[config.mk]
export PLATFORM = sky130hd
export DESIGN_NAME = shd_queue
export DESIGN_NICKNAME = d
export VERILOG_FILES = /design/src/rtl/core/shd_pkg.sv /design/src/rtl/core/shd_queue.sv
export SDC_FILE = /design/constraint.sdc
export NUM_CORES = 1
export LEC_CHECK = 0
export ABC_CLOCK_PERIOD_IN_PS = 27300
export BUFFER_PORTS_ARGS = -buffer_cell sky130_fd_sc_hd__buf_2
export CELL_PAD_IN_SITES_DETAIL_PLACEMENT = 1
export CELL_PAD_IN_SITES_GLOBAL_PLACEMENT = 1
export CORE_ASPECT_RATIO = 1.75
export CORE_UTILIZATION = 48
export CTS_CLUSTER_DIAMETER = 40
export CTS_CLUSTER_SIZE = 30
export DETAILED_ROUTE_END_ITERATION = 6
export PLACE_DENSITY = 0.9
export SLEW_MARGIN = 10
export SYNTH_ARGS = -nofsm -noshare
export SYNTH_HDL_FRONTEND = slang
export SYNTH_SLANG_ARGS = --single-unit
export TNS_END_PERCENT = 5
[constraint.sdc]
create_clock -name i_clk -period 27.3 [get_ports i_clk]
set_clock_uncertainty 0.05 [all_clocks]
set_input_delay 4.095 -clock i_clk [delete_from_list [all_inputs] [get_ports i_clk]]
set_output_delay 4.095 -clock i_clk [all_outputs]
set_load 0.01 [all_outputs]
[src/rtl/core/shd_pkg.sv]
// ----------------------------------------------------------------------------
// shd_pkg
// Shared types and constants of the swept hit detector.
// ----------------------------------------------------------------------------
package shd_pkg;

    localparam int POS_DEPTH_DEF = 512;
    localparam int REC_DEPTH_DEF = 256;

    localparam int CW  = 24;        // coordinate width
    localparam int HW  = 16;        // half size / register width
    localparam int RW  = 18;        // radius width
    localparam int IDW = 32;
    localparam int TW  = 48;
    localparam int SW  = CW + 1;    // coordinate difference width
    localparam int PW  = 2 * SW + 1; // sum of two products
    localparam int MW  = 2 * SW;    // serial multiplier operand width

    localparam int CFG_IW = 3;
    localparam int Q_DEPTH = 2;

    localparam logic [CFG_IW-1:0] CFG_ENABLE       = 3'd0;
    localparam logic [CFG_IW-1:0] CFG_PLAYER_HALF  = 3'd1;
    localparam logic [CFG_IW-1:0] CFG_HIT_MARGIN   = 3'd2;
    localparam logic [CFG_IW-1:0] CFG_DEFAULT_HALF = 3'd3;
    localparam logic [CFG_IW-1:0] CFG_TTL_MS       = 3'd4;

    localparam logic [HW-1:0] RST_PLAYER_HALF  = 16'd876;
    localparam logic [HW-1:0] RST_HIT_MARGIN   = 16'd164;
    localparam logic [HW-1:0] RST_DEFAULT_HALF = 16'd2048;
    localparam logic [HW-1:0] RST_TTL_MS       = 16'd2500;

    typedef struct packed {
        logic                  en;
        logic [IDW-1:0]        bid;
        logic [IDW-1:0]        own;
        logic signed [CW-1:0]  cx;
        logic signed [CW-1:0]  cy;
        logic signed [CW-1:0]  px;
        logic signed [CW-1:0]  py;
        logic [RW-1:0]         radius;
        logic [TW-1:0]         now;
        logic [HW-1:0]         ttl;
    } t_item;

    typedef struct packed {
        logic                  used;
        logic                  seen;
        logic [IDW-1:0]        id;
        logic signed [CW-1:0]  x;
        logic signed [CW-1:0]  y;
    } t_pos_ent;

    typedef struct packed {
        logic           used;
        logic [IDW-1:0] owner;
        logic [IDW-1:0] bullet;
        logic [TW-1:0]  tms;
    } t_rec_ent;

    typedef struct packed {
        logic full;
        logic empty;
    } t_q_stat;

endpackage

[src/rtl/core/shd_queue.sv]
// ----------------------------------------------------------------------------
// shd_queue
// Short item FIFO between intake and the processing engine.
// ----------------------------------------------------------------------------
module shd_queue
    import shd_pkg::*;
(
    input  logic    i_clk,
    input  logic    i_rst_n,
    input  logic    i_push,
    input  t_item   i_item,
    input  logic    i_pop,
    output t_item   o_item,
    output t_q_stat o_stat
);

    localparam int AW = $clog2(Q_DEPTH);
    localparam int NW = $clog2(Q_DEPTH + 1);

    t_item         r_mem [Q_DEPTH];
    logic [AW-1:0] r_wp;
    logic [AW-1:0] r_rp;
    logic [NW-1:0] r_cnt;
    logic          do_push;
    logic          do_pop;

    assign o_stat.full  = (r_cnt == NW'(Q_DEPTH));
    assign o_stat.empty = (r_cnt == '0);
    assign do_push      = i_push && !o_stat.full;
    assign do_pop       = i_pop && !o_stat.empty;
    assign o_item       = r_mem[r_rp];

    always_ff @(posedge i_clk) begin
        if (do_push) begin
            r_mem[r_wp] <= i_item;
        end
    end

    always_ff @(posedge i_clk) begin
        if (!i_rst_n) begin
            r_wp  <= '0;
            r_rp  <= '0;
            r_cnt <= '0;
        end else begin
            if (do_push) begin
                r_wp <= (r_wp == AW'(Q_DEPTH - 1)) ? '0 : r_wp + 1'b1;
            end
            if (do_pop) begin
                r_rp <= (r_rp == AW'(Q_DEPTH - 1)) ? '0 : r_rp + 1'b1;
            end
            r_cnt <= r_cnt + NW'(do_push) - NW'(do_pop);
        end
    end

endmodule

# == Word level (Yosys, flattened, before mapping) ==
# Memories as Yosys holds them, arrays and structs flattened. A register that Yosys moved wholly into a read port is not among the register bits.
# Cells that the tools add are included.
# word_totals
ram_bits,486
input_bits,247
out_inout_bits,245
mem_count,1
register_bits,4
# memory_table
name,depth,word_bits,read_ports,rd_ports_with_merged_regs,wr,line_no,source
r_mem,2,243,1,1,1,shd_queue.sv:20,t_item r_mem [Q_DEPTH];
# op_classes
add_sub_neg,4
muxes,6
n_reduce_logical,5
eq_ne,1
# ops
op,n
$mux W1,6
$add A1 B1 Y1 const B,2
$add A2 B1 Y2,1
$eq A2 B2 Y1 const B,1
$logic_and A1 B1 Y1,2
$logic_not A1 Y1,2
$logic_not A2 Y1,1
$sub A2 B1 Y2,1

# == Logic depth before layout (Yosys ltp) ==
# logic_depth
depth_word,5
mapped_depth,8
mapped_depth_nobuf,8

# == Least setup slack after synthesis ==
# Ideal clock, no wire load.
# synth_timing
path_kind,input -> register
startpoint,input port i_push
endpoint,"memory r_mem[0][0] in the netlist's numbering, enable pin"
path_buffers,0
path_slack_ns,12.143
cell_stages,2
arrival_ns,14.256
cell_sequence,nand2_1 nor2_1
# synth_between
elab_chain_cells,3
# synth_lines
element,line_no,source
start: declaration,shd_queue.sv:10,"input logic i_push,"
$logic_and A1 B1 Y1,shd_queue.sv:29,assign do_push = i_push && !o_stat.full;
$mux W1,shd_queue.sv:34,if (do_push) begin
$mux W1 (implied by the code),shd_queue.sv:35,r_mem[r_wp] <= i_item;
end: declaration,shd_queue.sv:20,
# Every way passes these cells.

==> impl_metrics.ini <==
[detailed_routing]
num_vias = 9401
via_per_inst = 5.13
drc = 0
drt_wl_total_microns = 47200
ant_nets = 0
wl_per_cell_microns = 25.7
dr.pass1.iters = 4
drt-initial-drc-count = 473

[critical_path]
path_max_fanout = 160
cp.required_ns = 23.16
criticalPathCategory = register to primary output
cp-end-kind = primary output
cp.arrival_ns = 3.12
crit_path_start_kind = register

[finish]
register_area_sq_mm = 0.0147
fin_nets = 1546
final_common_cell = buf_2
final_cell_mix = buf_2, edfxtp_1, mux2_4, mux2_2, clkbuf_16
n_fill_cell = 3406
drive_above_1_share_pct = 61.6
multi_input_area_sq_mm = 0.00351
synthToLayoutAreaGrowth_pct = 24.2
design_area_sq_mm = 0.0229

[placement]
place_area_sq_mm = 0.0213
gp_congestion = 0.849
numPortBuffers = 491
hpwl_microns = 32500

[sta]
hold_viol_final = 0
setup_tns_ns = 0
period_minus_slack_ns = 7.27
rsz0062_at_grt = false
period_share_pct = 26.6
finalSetupViolCount = 0
drv_slew = 0
worstMarginPinSlew_ns = 1.30
relSlewSlack_pct = 13.6
fmax_ghz = 0.138

[global_routing]
track_usage_pct = 23.1
grt_pass1_wl_microns = 64700
grt_max_degree = 175
grt_pass1_vias = 10500
grt_overflow_total = 0
grt_antenna_before_repair = 32

[clock_network]
cts-root-buf = clkbuf_16
clk_pin_slew_worst_paths_ns = 0.07
cts_resized = 0
insertion_delay_ns = 0.55
cts_tree = built
ctsHoldBuffers = 0
cts_sinks = 491
numCtsBuffers = 42
clock_path_buffers = 3
postCtsSetupRepairBufs = 0
ctsHtreeMaxLevel = 2

[yosys]
avgSynthCellArea_sq_um = 23.6
yosys.area_share.simple_pct = 0.339
synthCells = 783
ys_seq_elements = 491
syn_area_sq_mm = 0.0185
synth_top_family_by_area = multiplexers
synth_xor_area_share_pct = 0.0949
yosysWarnings = 0
synth-seq-area-share_pct = 79.6
yosys.area_share.adder_pct = 0.136
synth.area.mux_share_pct = 18.3
synthDistinctLibCells = 18
synth_compound_area_share_pct = 0.0407
syn-num-nets = 1032

[die]
core_area_sq_mm = 0.0378
ios = 492
dieHeight_microns = 261
die_area_sq_mm = 0.0393
placementRows = 94
die_w_microns = 150
initial_core_util_pct = 48.9

[outcome]
status = complete, no violations

[flow_run]
maxCapViolations = 0

[power]
power_density_mw_per_mm2 = 100
peakVddDrop_mv = 0.0958
leakagePower_uw = 0.00885

[worst_hold_path]
hp-class = register to register
-- registers in the layout, summed over array words and instances, names as in the netlist, named ones only --
signal	flops
r_wp	1
r_cnt	2
r_mem	486
r_rp	1
-- synthesized netlist by cell type (all sizes together) --
| library cell | number | area (sq um) |
|---|---|---|
| xor2 | 1 | 8.76 |
| edfxtp | 486 | 14600 |
| and3 | 1 | 6.26 |
| xnor2 | 1 | 8.76 |
| and2 | 2 | 12.5 |
| ha | 2 | 25.0 |
| nor2 | 5 | 18.8 |
| inv | 3 | 11.3 |
| nand2b | 2 | 12.5 |
| dfxtp | 5 | 100 |
| mux2 | 243 | 3370 |
| nand2 | 2 | 7.51 |
| o21a | 1 | 7.51 |
| mux2i | 1 | 10.0 |
| nor3 | 1 | 5.00 |
| buf | 27 | 260 |
-- per-stage QoR --
stage | cells | hold slack (ns) | total power [uW] | setup slack (ns) | utilization [%]
after global routing | 1833 | 0.534 | 2380 | 19.94 | 60.7
final | 1834 | 0.509 | 2300 | 20.03 | 60.7
after detailed placement | 1733 | 0.460 | 1670 | 19.95 | 56.5
after global placement | 1733 | 0.444 | 1630 | 20.09 | 56.5
after floorplan | 783 | 0.405 | 1480 | 12.14 | -
after CTS | 1810 | 0.515 | 2320 | 20.05 | 60.6
-- critical path: stages, from the launching register on --
cell and delay, ns:
dfxtp_4 0.89, buf_12 0.70, mux2_2 0.48, buf_2 0.15
-- per-layer routing --
layer  global-route usage [%]  part of all wire, %  vias up
li1                         -                    -     4177
met3                     5.96                  6.2      159
met2                     42.8                   56      422
met1                     22.0                   32     4631
met5                        0                 0.17        -
met4                     15.9                  6.2       12
-- cell type report --
type	count	share of cell area, %
Tap cell	480	2.62
Antenna cell	24	0.262
Sequential cell	491	64.1
Inverter	3	0.0491
Clock inverter	32	1.74
Clock buffer	45	4.91
Multi-Input combinational cell	262	15.3
Timing Repair Buffer	497	11.0
-- kinds of logic (layout without fill, tap and decap cells) --
| group | Yosys count | after routing |
|---|---|---|
| fa+ha+maj | 2 | 2 |
| mux | 244 | 244 |
| buf+inv | 30 | 577 |
| compound gates | 1 | 1 |
| simple gates | 13 | 13 |
| other cells | 0 | 24 |
| flops | 491 | 491 |
| xor+xnor | 2 | 2 |
-- worst paths after layout --
path / from / endpoint / slack (ns) / depth (start not counted)
worst max-delay path: register / o_item[45] / 20.03 / 3
worst min-delay path: r_rp / r_rp / 0.51 / 2
worst max register to register: r_cnt[0] / r_mem[0][210] / 23.58 / 5
worst min register to register: r_rp / r_rp / 0.51 / 2
-- where the power goes --
part	internal (uW)	switching, uW	total (uW)
Sequential	974	50.1	1020
Combinational	302	328	630
Clock	340	306	646
Note: power is estimated with default switching activity, not from simulation.
