==> config.mk <==
export PLATFORM = sky130hd
export DESIGN_NAME = shd_front
export DESIGN_NICKNAME = d
export VERILOG_FILES = /design/src/rtl/core/shd_pkg.sv /design/src/rtl/core/shd_front.sv
export SDC_FILE = /design/constraint.sdc
export NUM_CORES = 1
export LEC_CHECK = 0
export BUFFER_PORTS_ARGS = -buffer_cell sky130_fd_sc_hd__buf_2
export CORE_AREA = 2 2 196 198
export DETAILED_ROUTE_END_ITERATION = 7
export DIE_AREA = 0 0 198 200
export SKIP_LAST_GASP = 1
export SYNTH_ARGS = -nofsm -noshare
export SYNTH_HDL_FRONTEND = slang
export SYNTH_SLANG_ARGS = --single-unit
==> constraint.sdc <==
create_clock -name i_clk -period 11.9 [get_ports i_clk]
set_input_delay 2.38 -clock i_clk [delete_from_list [all_inputs] [get_ports i_clk]]
set_output_delay 2.38 -clock i_clk [all_outputs]
set_load 0.02 [all_outputs]
==> src/rtl/core/shd_pkg.sv <==
// ----------------------------------------------------------------------------
// shd_pkg
// Shared types and constants of the swept hit detector.
// ----------------------------------------------------------------------------
package shd_pkg;

    localparam int POS_DEPTH_DEF = 512;
    localparam int REC_DEPTH_DEF = 256;

    localparam int CW  = 24;        // coordinate width
    localparam int HW  = 16;        // half size / register width
    localparam int RW  = 18;        // radius width
    localparam int IDW = 32;
    localparam int TW  = 48;
    localparam int SW  = CW + 1;    // coordinate difference width
    localparam int PW  = 2 * SW + 1; // sum of two products
    localparam int MW  = 2 * SW;    // serial multiplier operand width

    localparam int CFG_IW = 3;
    localparam int Q_DEPTH = 2;

    localparam logic [CFG_IW-1:0] CFG_ENABLE       = 3'd0;
    localparam logic [CFG_IW-1:0] CFG_PLAYER_HALF  = 3'd1;
    localparam logic [CFG_IW-1:0] CFG_HIT_MARGIN   = 3'd2;
    localparam logic [CFG_IW-1:0] CFG_DEFAULT_HALF = 3'd3;
    localparam logic [CFG_IW-1:0] CFG_TTL_MS       = 3'd4;

    localparam logic [HW-1:0] RST_PLAYER_HALF  = 16'd876;
    localparam logic [HW-1:0] RST_HIT_MARGIN   = 16'd164;
    localparam logic [HW-1:0] RST_DEFAULT_HALF = 16'd2048;
    localparam logic [HW-1:0] RST_TTL_MS       = 16'd2500;

    typedef struct packed {
        logic                  en;
        logic [IDW-1:0]        bid;
        logic [IDW-1:0]        own;
        logic signed [CW-1:0]  cx;
        logic signed [CW-1:0]  cy;
        logic signed [CW-1:0]  px;
        logic signed [CW-1:0]  py;
        logic [RW-1:0]         radius;
        logic [TW-1:0]         now;
        logic [HW-1:0]         ttl;
    } t_item;

    typedef struct packed {
        logic                  used;
        logic                  seen;
        logic [IDW-1:0]        id;
        logic signed [CW-1:0]  x;
        logic signed [CW-1:0]  y;
    } t_pos_ent;

    typedef struct packed {
        logic           used;
        logic [IDW-1:0] owner;
        logic [IDW-1:0] bullet;
        logic [TW-1:0]  tms;
    } t_rec_ent;

    typedef struct packed {
        logic full;
        logic empty;
    } t_q_stat;

endpackage

==> src/rtl/core/shd_front.sv <==
// ----------------------------------------------------------------------------
// shd_front
// Configuration registers and item intake: picks the half size, forms the
// effective radius and packs the item for the queue.
// ----------------------------------------------------------------------------
module shd_front
    import shd_pkg::*;
(
    input  logic                 i_clk,
    input  logic                 i_rst_n,
    input  logic                 i_cfg_we,
    input  logic [CFG_IW-1:0]    i_cfg_idx,
    input  logic [HW-1:0]        i_cfg_data,
    input  logic                 i_push,
    input  logic [IDW-1:0]       i_bullet_id,
    input  logic [IDW-1:0]       i_owner_id,
    input  logic signed [CW-1:0] i_cur_x,
    input  logic signed [CW-1:0] i_cur_y,
    input  logic signed [CW-1:0] i_player_x,
    input  logic signed [CW-1:0] i_player_y,
    input  logic [HW-1:0]        i_runtime_half,
    input  logic [HW-1:0]        i_catalog_half,
    input  logic [TW-1:0]        i_now_ms,
    output logic                 o_push,
    output t_item                o_item
);

    logic          r_enable;
    logic [HW-1:0] r_player_half;
    logic [HW-1:0] r_hit_margin;
    logic [HW-1:0] r_default_half;
    logic [HW-1:0] r_ttl_ms;
    logic [HW-1:0] half;

    always_ff @(posedge i_clk) begin
        if (!i_rst_n) begin
            r_enable       <= 1'b1;
            r_player_half  <= RST_PLAYER_HALF;
            r_hit_margin   <= RST_HIT_MARGIN;
            r_default_half <= RST_DEFAULT_HALF;
            r_ttl_ms       <= RST_TTL_MS;
        end else if (i_cfg_we) begin
            unique case (i_cfg_idx)
                CFG_ENABLE:       r_enable       <= i_cfg_data[0];
                CFG_PLAYER_HALF:  r_player_half  <= i_cfg_data;
                CFG_HIT_MARGIN:   r_hit_margin   <= i_cfg_data;
                CFG_DEFAULT_HALF: r_default_half <= i_cfg_data;
                CFG_TTL_MS:       r_ttl_ms       <= i_cfg_data;
                default: ;
            endcase
        end
    end

    always_comb begin
        priority if (i_runtime_half != '0) half = i_runtime_half;
        else if (i_catalog_half != '0)     half = i_catalog_half;
        else                               half = r_default_half;
    end

    assign o_push        = i_push;
    assign o_item.en     = r_enable;
    assign o_item.bid    = i_bullet_id;
    assign o_item.own    = i_owner_id;
    assign o_item.cx     = i_cur_x;
    assign o_item.cy     = i_cur_y;
    assign o_item.px     = i_player_x;
    assign o_item.py     = i_player_y;
    assign o_item.radius = RW'(half) + RW'(r_player_half) + RW'(r_hit_margin);
    assign o_item.now    = i_now_ms;
    assign o_item.ttl    = r_ttl_ms;

endmodule

* Word level (Yosys, flattened, before mapping) *
Index checks and enable logic that the tools add are counted.

word-level totals
  output and inout bits = 244
  logic and storage cells = 21
  flip-flop bits (word level) = 65

cells by class
  multiplexer cells = 2
  reductions and logical operators = 8
  $add $sub $neg = 2
  equal/unequal tests = 4

operators with widths
  cell                                           number
  two-way mux 16 bit                             2
  nonzero test 16 bit                            2
  adder 17 x 16 -> 18 bit                        1
  adder 16 x 16 -> 17 bit                        1
  AND reduction 2 bit                            5
  == test 3 x 2 -> 1 bit, second input constant  2
  == test 3 x 1 -> 1 bit, second input constant  1
  == test 3 bit, second input constant           1
  zero test 3 bit                                1

* Longest topological paths before layout *
  depth in word-level cells = 5
  mapped depth = 15
  depth with buffers taken out = 14

* Worst setup path after synthesis *
Ideal clock, no wire load.

  kind = input to output
  start point = in i_catalog_half[12]
  end point = out o_item[78] (netlist bit)
  buffers on the path = 2
  data arrival time = 5511 ps
  slack = 4009 ps
  cell stages on the path = 13
  cell sequence = nor4_1 -> and4_1 -> clkbuf_1 -> buf_2 -> a21oi_1 -> o21bai_1 -> fa_1 -> ha_1 -> a21oi_1 -> o21ai_2 -> a31oi_4 -> o311ai_0 -> nor4_2

RTL lines
  element      line             source
  from (decl)  shd_front.sv:22  input logic [HW-1:0] i_catalog_half,
  to (decl)    shd_front.sv:25  output t_item o_item

==> run_summary.xml <==
<?xml version="1.0" encoding="UTF-8"?>
<metrics>
  <group name="drt">
    <metric name="route.vias.total" unit="">3861</metric>
    <metric name="wl_per_cell" unit="um">17.0</metric>
    <metric name="vias_per_cell" unit="">3.63</metric>
    <metric name="drc_errors" unit="">0</metric>
    <metric name="antenna_violating_nets_post_route" unit="">0</metric>
    <metric name="drt-initial-drc-count" unit="">111</metric>
    <metric name="drt_wl_total" unit="um">18100</metric>
    <metric name="drt_pass1_iterations" unit="">4</metric>
  </group>
  <group name="cts">
    <metric name="htreeDepth" unit="">3</metric>
    <metric name="cts-root-to-sink-buffers" unit="">2</metric>
    <metric name="postCtsHoldBufs" unit="">0</metric>
    <metric name="clkSinkCount" unit="">65</metric>
    <metric name="cts_tree" unit="">done</metric>
    <metric name="clkLatencyLatePin" unit="ns">0.32</metric>
    <metric name="cts_post_setup_buffers_inserted" unit="">0</metric>
    <metric name="worst_setup_hold_path_clk_slew" unit="ns">0.06</metric>
    <metric name="ctsRootBufferMaster" unit="">sky130_fd_sc_hd__clkbuf_16</metric>
    <metric name="ctsResizeCount" unit="">0</metric>
    <metric name="tritoncts.num_buffers" unit="">9</metric>
  </group>
  <group name="timing">
    <metric name="finalSetupTns" unit="ns">0</metric>
    <metric name="timing.fmax" unit="MHz">109</metric>
    <metric name="setup_ws" unit="ns">2.73</metric>
    <metric name="final_period_utilization" unit="%">77.0</metric>
    <metric name="final.setup_skew" unit="ns">0</metric>
    <metric name="finalHoldViolations" unit="">0</metric>
    <metric name="final_slew_violations" unit="">0</metric>
    <metric name="rsz0062_at_grt" unit="">no</metric>
    <metric name="finalWorstPathRequiredPeriod" unit="ns">9.17</metric>
    <metric name="whs" unit="ns">0.460</metric>
    <metric name="final-setup-viol-count" unit="">0</metric>
    <metric name="worst_slew_pin_slew" unit="ns">1.04</metric>
    <metric name="remaining_max_slew_budget_at_the_tightest_pin" unit="%">30.7</metric>
  </group>
  <group name="placed_design">
    <metric name="portBuffers" unit="">88</metric>
    <metric name="dp_slack" unit="ns">2.54</metric>
    <metric name="place.detailed.hpwl" unit="um">14900</metric>
    <metric name="post-place-cells" unit="">1046</metric>
    <metric name="finalWeightedCongestion" unit="">0.763</metric>
    <metric name="dpl-instance-area" unit="um2">4810</metric>
  </group>
  <group name="floorplan">
    <metric name="initial_utilization" unit="%">14.6</metric>
    <metric name="io_pins" unit="">507</metric>
    <metric name="floorplan.die.height" unit="um">200</metric>
    <metric name="core_region_area" unit="um2">37400</metric>
    <metric name="fp.dieArea" unit="um2">39600</metric>
    <metric name="rows" unit="">71</metric>
    <metric name="fp.dieW" unit="um">198</metric>
  </group>
  <group name="layout">
    <metric name="finalInstanceArea" unit="um2">5080</metric>
    <metric name="non_filler_instances" unit="">1064</metric>
    <metric name="layout-drive-gt1-share" unit="%">20.7</metric>
    <metric name="nets" unit="">841</metric>
    <metric name="final_core_util" unit="%">13.6</metric>
    <metric name="area_delta_synth_final" unit="%">-6.60</metric>
  </group>
  <group name="critical_path">
    <metric name="regToRegStartpoint" unit="">r_player_half[7]</metric>
    <metric name="critical_path.max_stage_delay" unit="ns">0.82</metric>
    <metric name="required" unit="ns">9.52</metric>
    <metric name="cp_data_arrival_time" unit="ns">6.79</metric>
    <metric name="cp_top_family" unit="">simple AND/OR/NAND/NOR gates</metric>
    <metric name="ff2ff_setup_slack" unit="ns">11.19</metric>
    <metric name="critical_path_peak_fanout" unit="">16</metric>
    <metric name="critPathMostFrequentCell" unit="">sky130_fd_sc_hd__buf_2</metric>
    <metric name="crit_buf_inv" unit="">2</metric>
    <metric name="timing.critical_path.slowest_stage_cell" unit="">sky130_fd_sc_hd__nand4_1</metric>
    <metric name="worst_setup_path_end_kind" unit="">output port</metric>
    <metric name="critical_path.reg2reg.endpoint" unit="">r_player_half[7]</metric>
    <metric name="start_kind" unit="">input port</metric>
    <metric name="crit_type" unit="">in -&gt; out</metric>
    <metric name="cp_cell_sequence" unit="">buf_2, nor4_1, nand4_1, o21bai_1, fa_1, ha_1, a21oi_1, o21ai_2, a31oi_4, o311ai_0, nor4_2, buf_2</metric>
    <metric name="r2r_cells" unit="">2</metric>
  </group>
  <group name="yosys">
    <metric name="syn-num-nets" unit="">978</metric>
    <metric name="post_synth_num_cell_types" unit="">48</metric>
    <metric name="synth_seq_area_share" unit="%">23.9</metric>
    <metric name="yosys_reg_bits" unit="">65</metric>
    <metric name="async_reset_ff_share" unit="%">0</metric>
    <metric name="post_synth_inst_count" unit="">683</metric>
    <metric name="synthDominantAreaCellType" unit="">sky130_fd_sc_hd__buf_4</metric>
    <metric name="syn_avg_cell_area" unit="um2">7.97</metric>
    <metric name="synth_enable_flop_cells" unit="">0</metric>
    <metric name="ys_top_cells_by_count" unit="">sky130_fd_sc_hd__buf_4, sky130_fd_sc_hd__nand2_1, sky130_fd_sc_hd__dfxtp_1</metric>
    <metric name="ys.flop_type" unit="">sky130_fd_sc_hd__dfxtp_1</metric>
    <metric name="synth.top_cells.by_area" unit="">sky130_fd_sc_hd__buf_4, sky130_fd_sc_hd__dfxtp_1, sky130_fd_sc_hd__nand2_1</metric>
    <metric name="synthesis.area" unit="um2">5440</metric>
    <metric name="synthesis_warnings" unit="">0</metric>
    <metric name="synth.most_common_cell" unit="">sky130_fd_sc_hd__buf_4</metric>
    <metric name="synth.top_cell.area_share" unit="%">29.0</metric>
  </group>
  <group name="power">
    <metric name="power.sequential.fraction" unit="%">36.4</metric>
    <metric name="power_density" unit="nW/um2">122</metric>
    <metric name="vdd.ir_drop.worst" unit="mV">0.0576</metric>
    <metric name="power.static_leakage" unit="nW">1.92</metric>
    <metric name="proportion_of_total_power_due_to_net_switching" unit="%">32.7</metric>
    <metric name="clock_power_share" unit="%">38.8</metric>
    <metric name="cellInternalPower" unit="mW">0.418</metric>
    <metric name="power.net_switching" unit="mW">0.204</metric>
    <metric name="report.power.total" unit="mW">0.622</metric>
    <metric name="pwr-share-comb" unit="%">24.7</metric>
  </group>
  <group name="run_status">
    <metric name="outcome" unit="">completed</metric>
  </group>
  <group name="global_route">
    <metric name="grt_pass1_wl" unit="um">25200</metric>
    <metric name="global_route_total_overflow" unit="">0</metric>
    <metric name="grt_max_degree" unit="">66</metric>
    <metric name="antenna_violations_before_repair" unit="">5</metric>
    <metric name="grt_usage" unit="%">8.82</metric>
    <metric name="number_of_global_route_vias_before_repair" unit="">3876</metric>
  </group>
  <group name="hold_path">
    <metric name="worstHoldPathCells" unit="">2</metric>
    <metric name="whs_endpoint" unit="">r_ttl_ms[13]</metric>
    <metric name="hold_start" unit="">r_ttl_ms[13]</metric>
    <metric name="hold_path_class" unit="">reg -&gt; reg</metric>
  </group>
  <group name="flow_run">
    <metric name="max_cap_viol_count" unit="">0</metric>
  </group>
</metrics>
-- area by class of cell --
class | count | area, um2
clock buffers | 11 | 233
multi-input cells | 366 | 2370
flip-flops and latches | 65 | 1300
diodes | 2 | 5.00
repair buffers | 88 | 440
well taps | 511 | 639
inverters | 16 | 60.1
clock inverters | 5 | 32.5
fillers | 4297 | 32300
-- cell usage in the layout (no fill, tap or decap), types with 4 or more instances in the layout --
master | synthesis | final
sky130_fd_sc_hd__nand2_1 | 137 | 137
sky130_fd_sc_hd__buf_2 | 7 | 88
sky130_fd_sc_hd__dfxtp_1 | 65 | 65
sky130_fd_sc_hd__a21boi_0 | 48 | 48
sky130_fd_sc_hd__a21oi_1 | 28 | 28
sky130_fd_sc_hd__nand3_1 | 24 | 24
sky130_fd_sc_hd__fa_1 | 17 | 17
sky130_fd_sc_hd__inv_1 | 16 | 16
sky130_fd_sc_hd__ha_1 | 15 | 15
sky130_fd_sc_hd__o21bai_1 | 13 | 13
sky130_fd_sc_hd__nor2_1 | 11 | 11
sky130_fd_sc_hd__nor4_1 | 9 | 9
sky130_fd_sc_hd__clkbuf_16 | 0 | 9
sky130_fd_sc_hd__o21ai_0 | 7 | 7
sky130_fd_sc_hd__xnor2_1 | 7 | 7
sky130_fd_sc_hd__a21o_1 | 5 | 5
sky130_fd_sc_hd__xor2_1 | 4 | 4
-- state kept, by name, summed over array words and instances (netlist names) --
signal and flops:
r_default_half 16, r_hit_margin 16, r_player_half 16, r_ttl_ms 16
r_enable 1
-- per-layer routing --
metal / vias up / global-route usage, % / share of wire [%]
met5: - / 0 / 0.20
met4: 6 / 8.05 / 8.4
met3: 112 / 4.65 / 12
met2: 239 / 13.6 / 44
met1: 1741 / 8.65 / 35
li1: 1763 / - / -
-- tightest hold or removal path: stages, from the launching register on --
cell and delay (ns):
sky130_fd_sc_hd__dfxtp_1 0.31, sky130_fd_sc_hd__nand2_1 0.05, sky130_fd_sc_hd__a21boi_1 0.05
-- cells by family (layout without fill, tap and decap cells) --
group / Yosys count / count (layout) / synth area share (%)
flops: 65 / 65 / 23.9
fa+ha+maj: 32 / 32 / 9.70
compound gates: 121 / 121 / 15.8
simple gates: 202 / 202 / 16.3
other cells: 0 / 2 / 0
xor+xnor: 11 / 11 / 1.77
buf+inv: 252 / 120 / 32.5
-- power by group through the flow --
stage	clock network [mW]	logic (mW)	registers (mW)
after floorplan	0	0.200	0.232
after global placement	0	0.157	0.231
after detailed placement	0	0.158	0.231
after CTS	0.248	0.159	0.227
after global routing	0.259	0.171	0.227
final	0.241	0.154	0.227
-- how the worst max path moves through the flow --
stage	cells after the start	start	end	slack (ns)
finish	12	i_runtime_half[4]	o_item[78]	2.73
global placement	16	i_catalog_half[10]	o_item[75]	2.54
detailed placement	16	i_catalog_half[10]	o_item[75]	2.54
floorplan	13	i_catalog_half[12]	o_item[78]	4.01
global route	13	i_catalog_half[10]	o_item[78]	2.37
CTS	13	i_catalog_half[10]	o_item[78]	2.54
(Power assumes the default switching activity.)
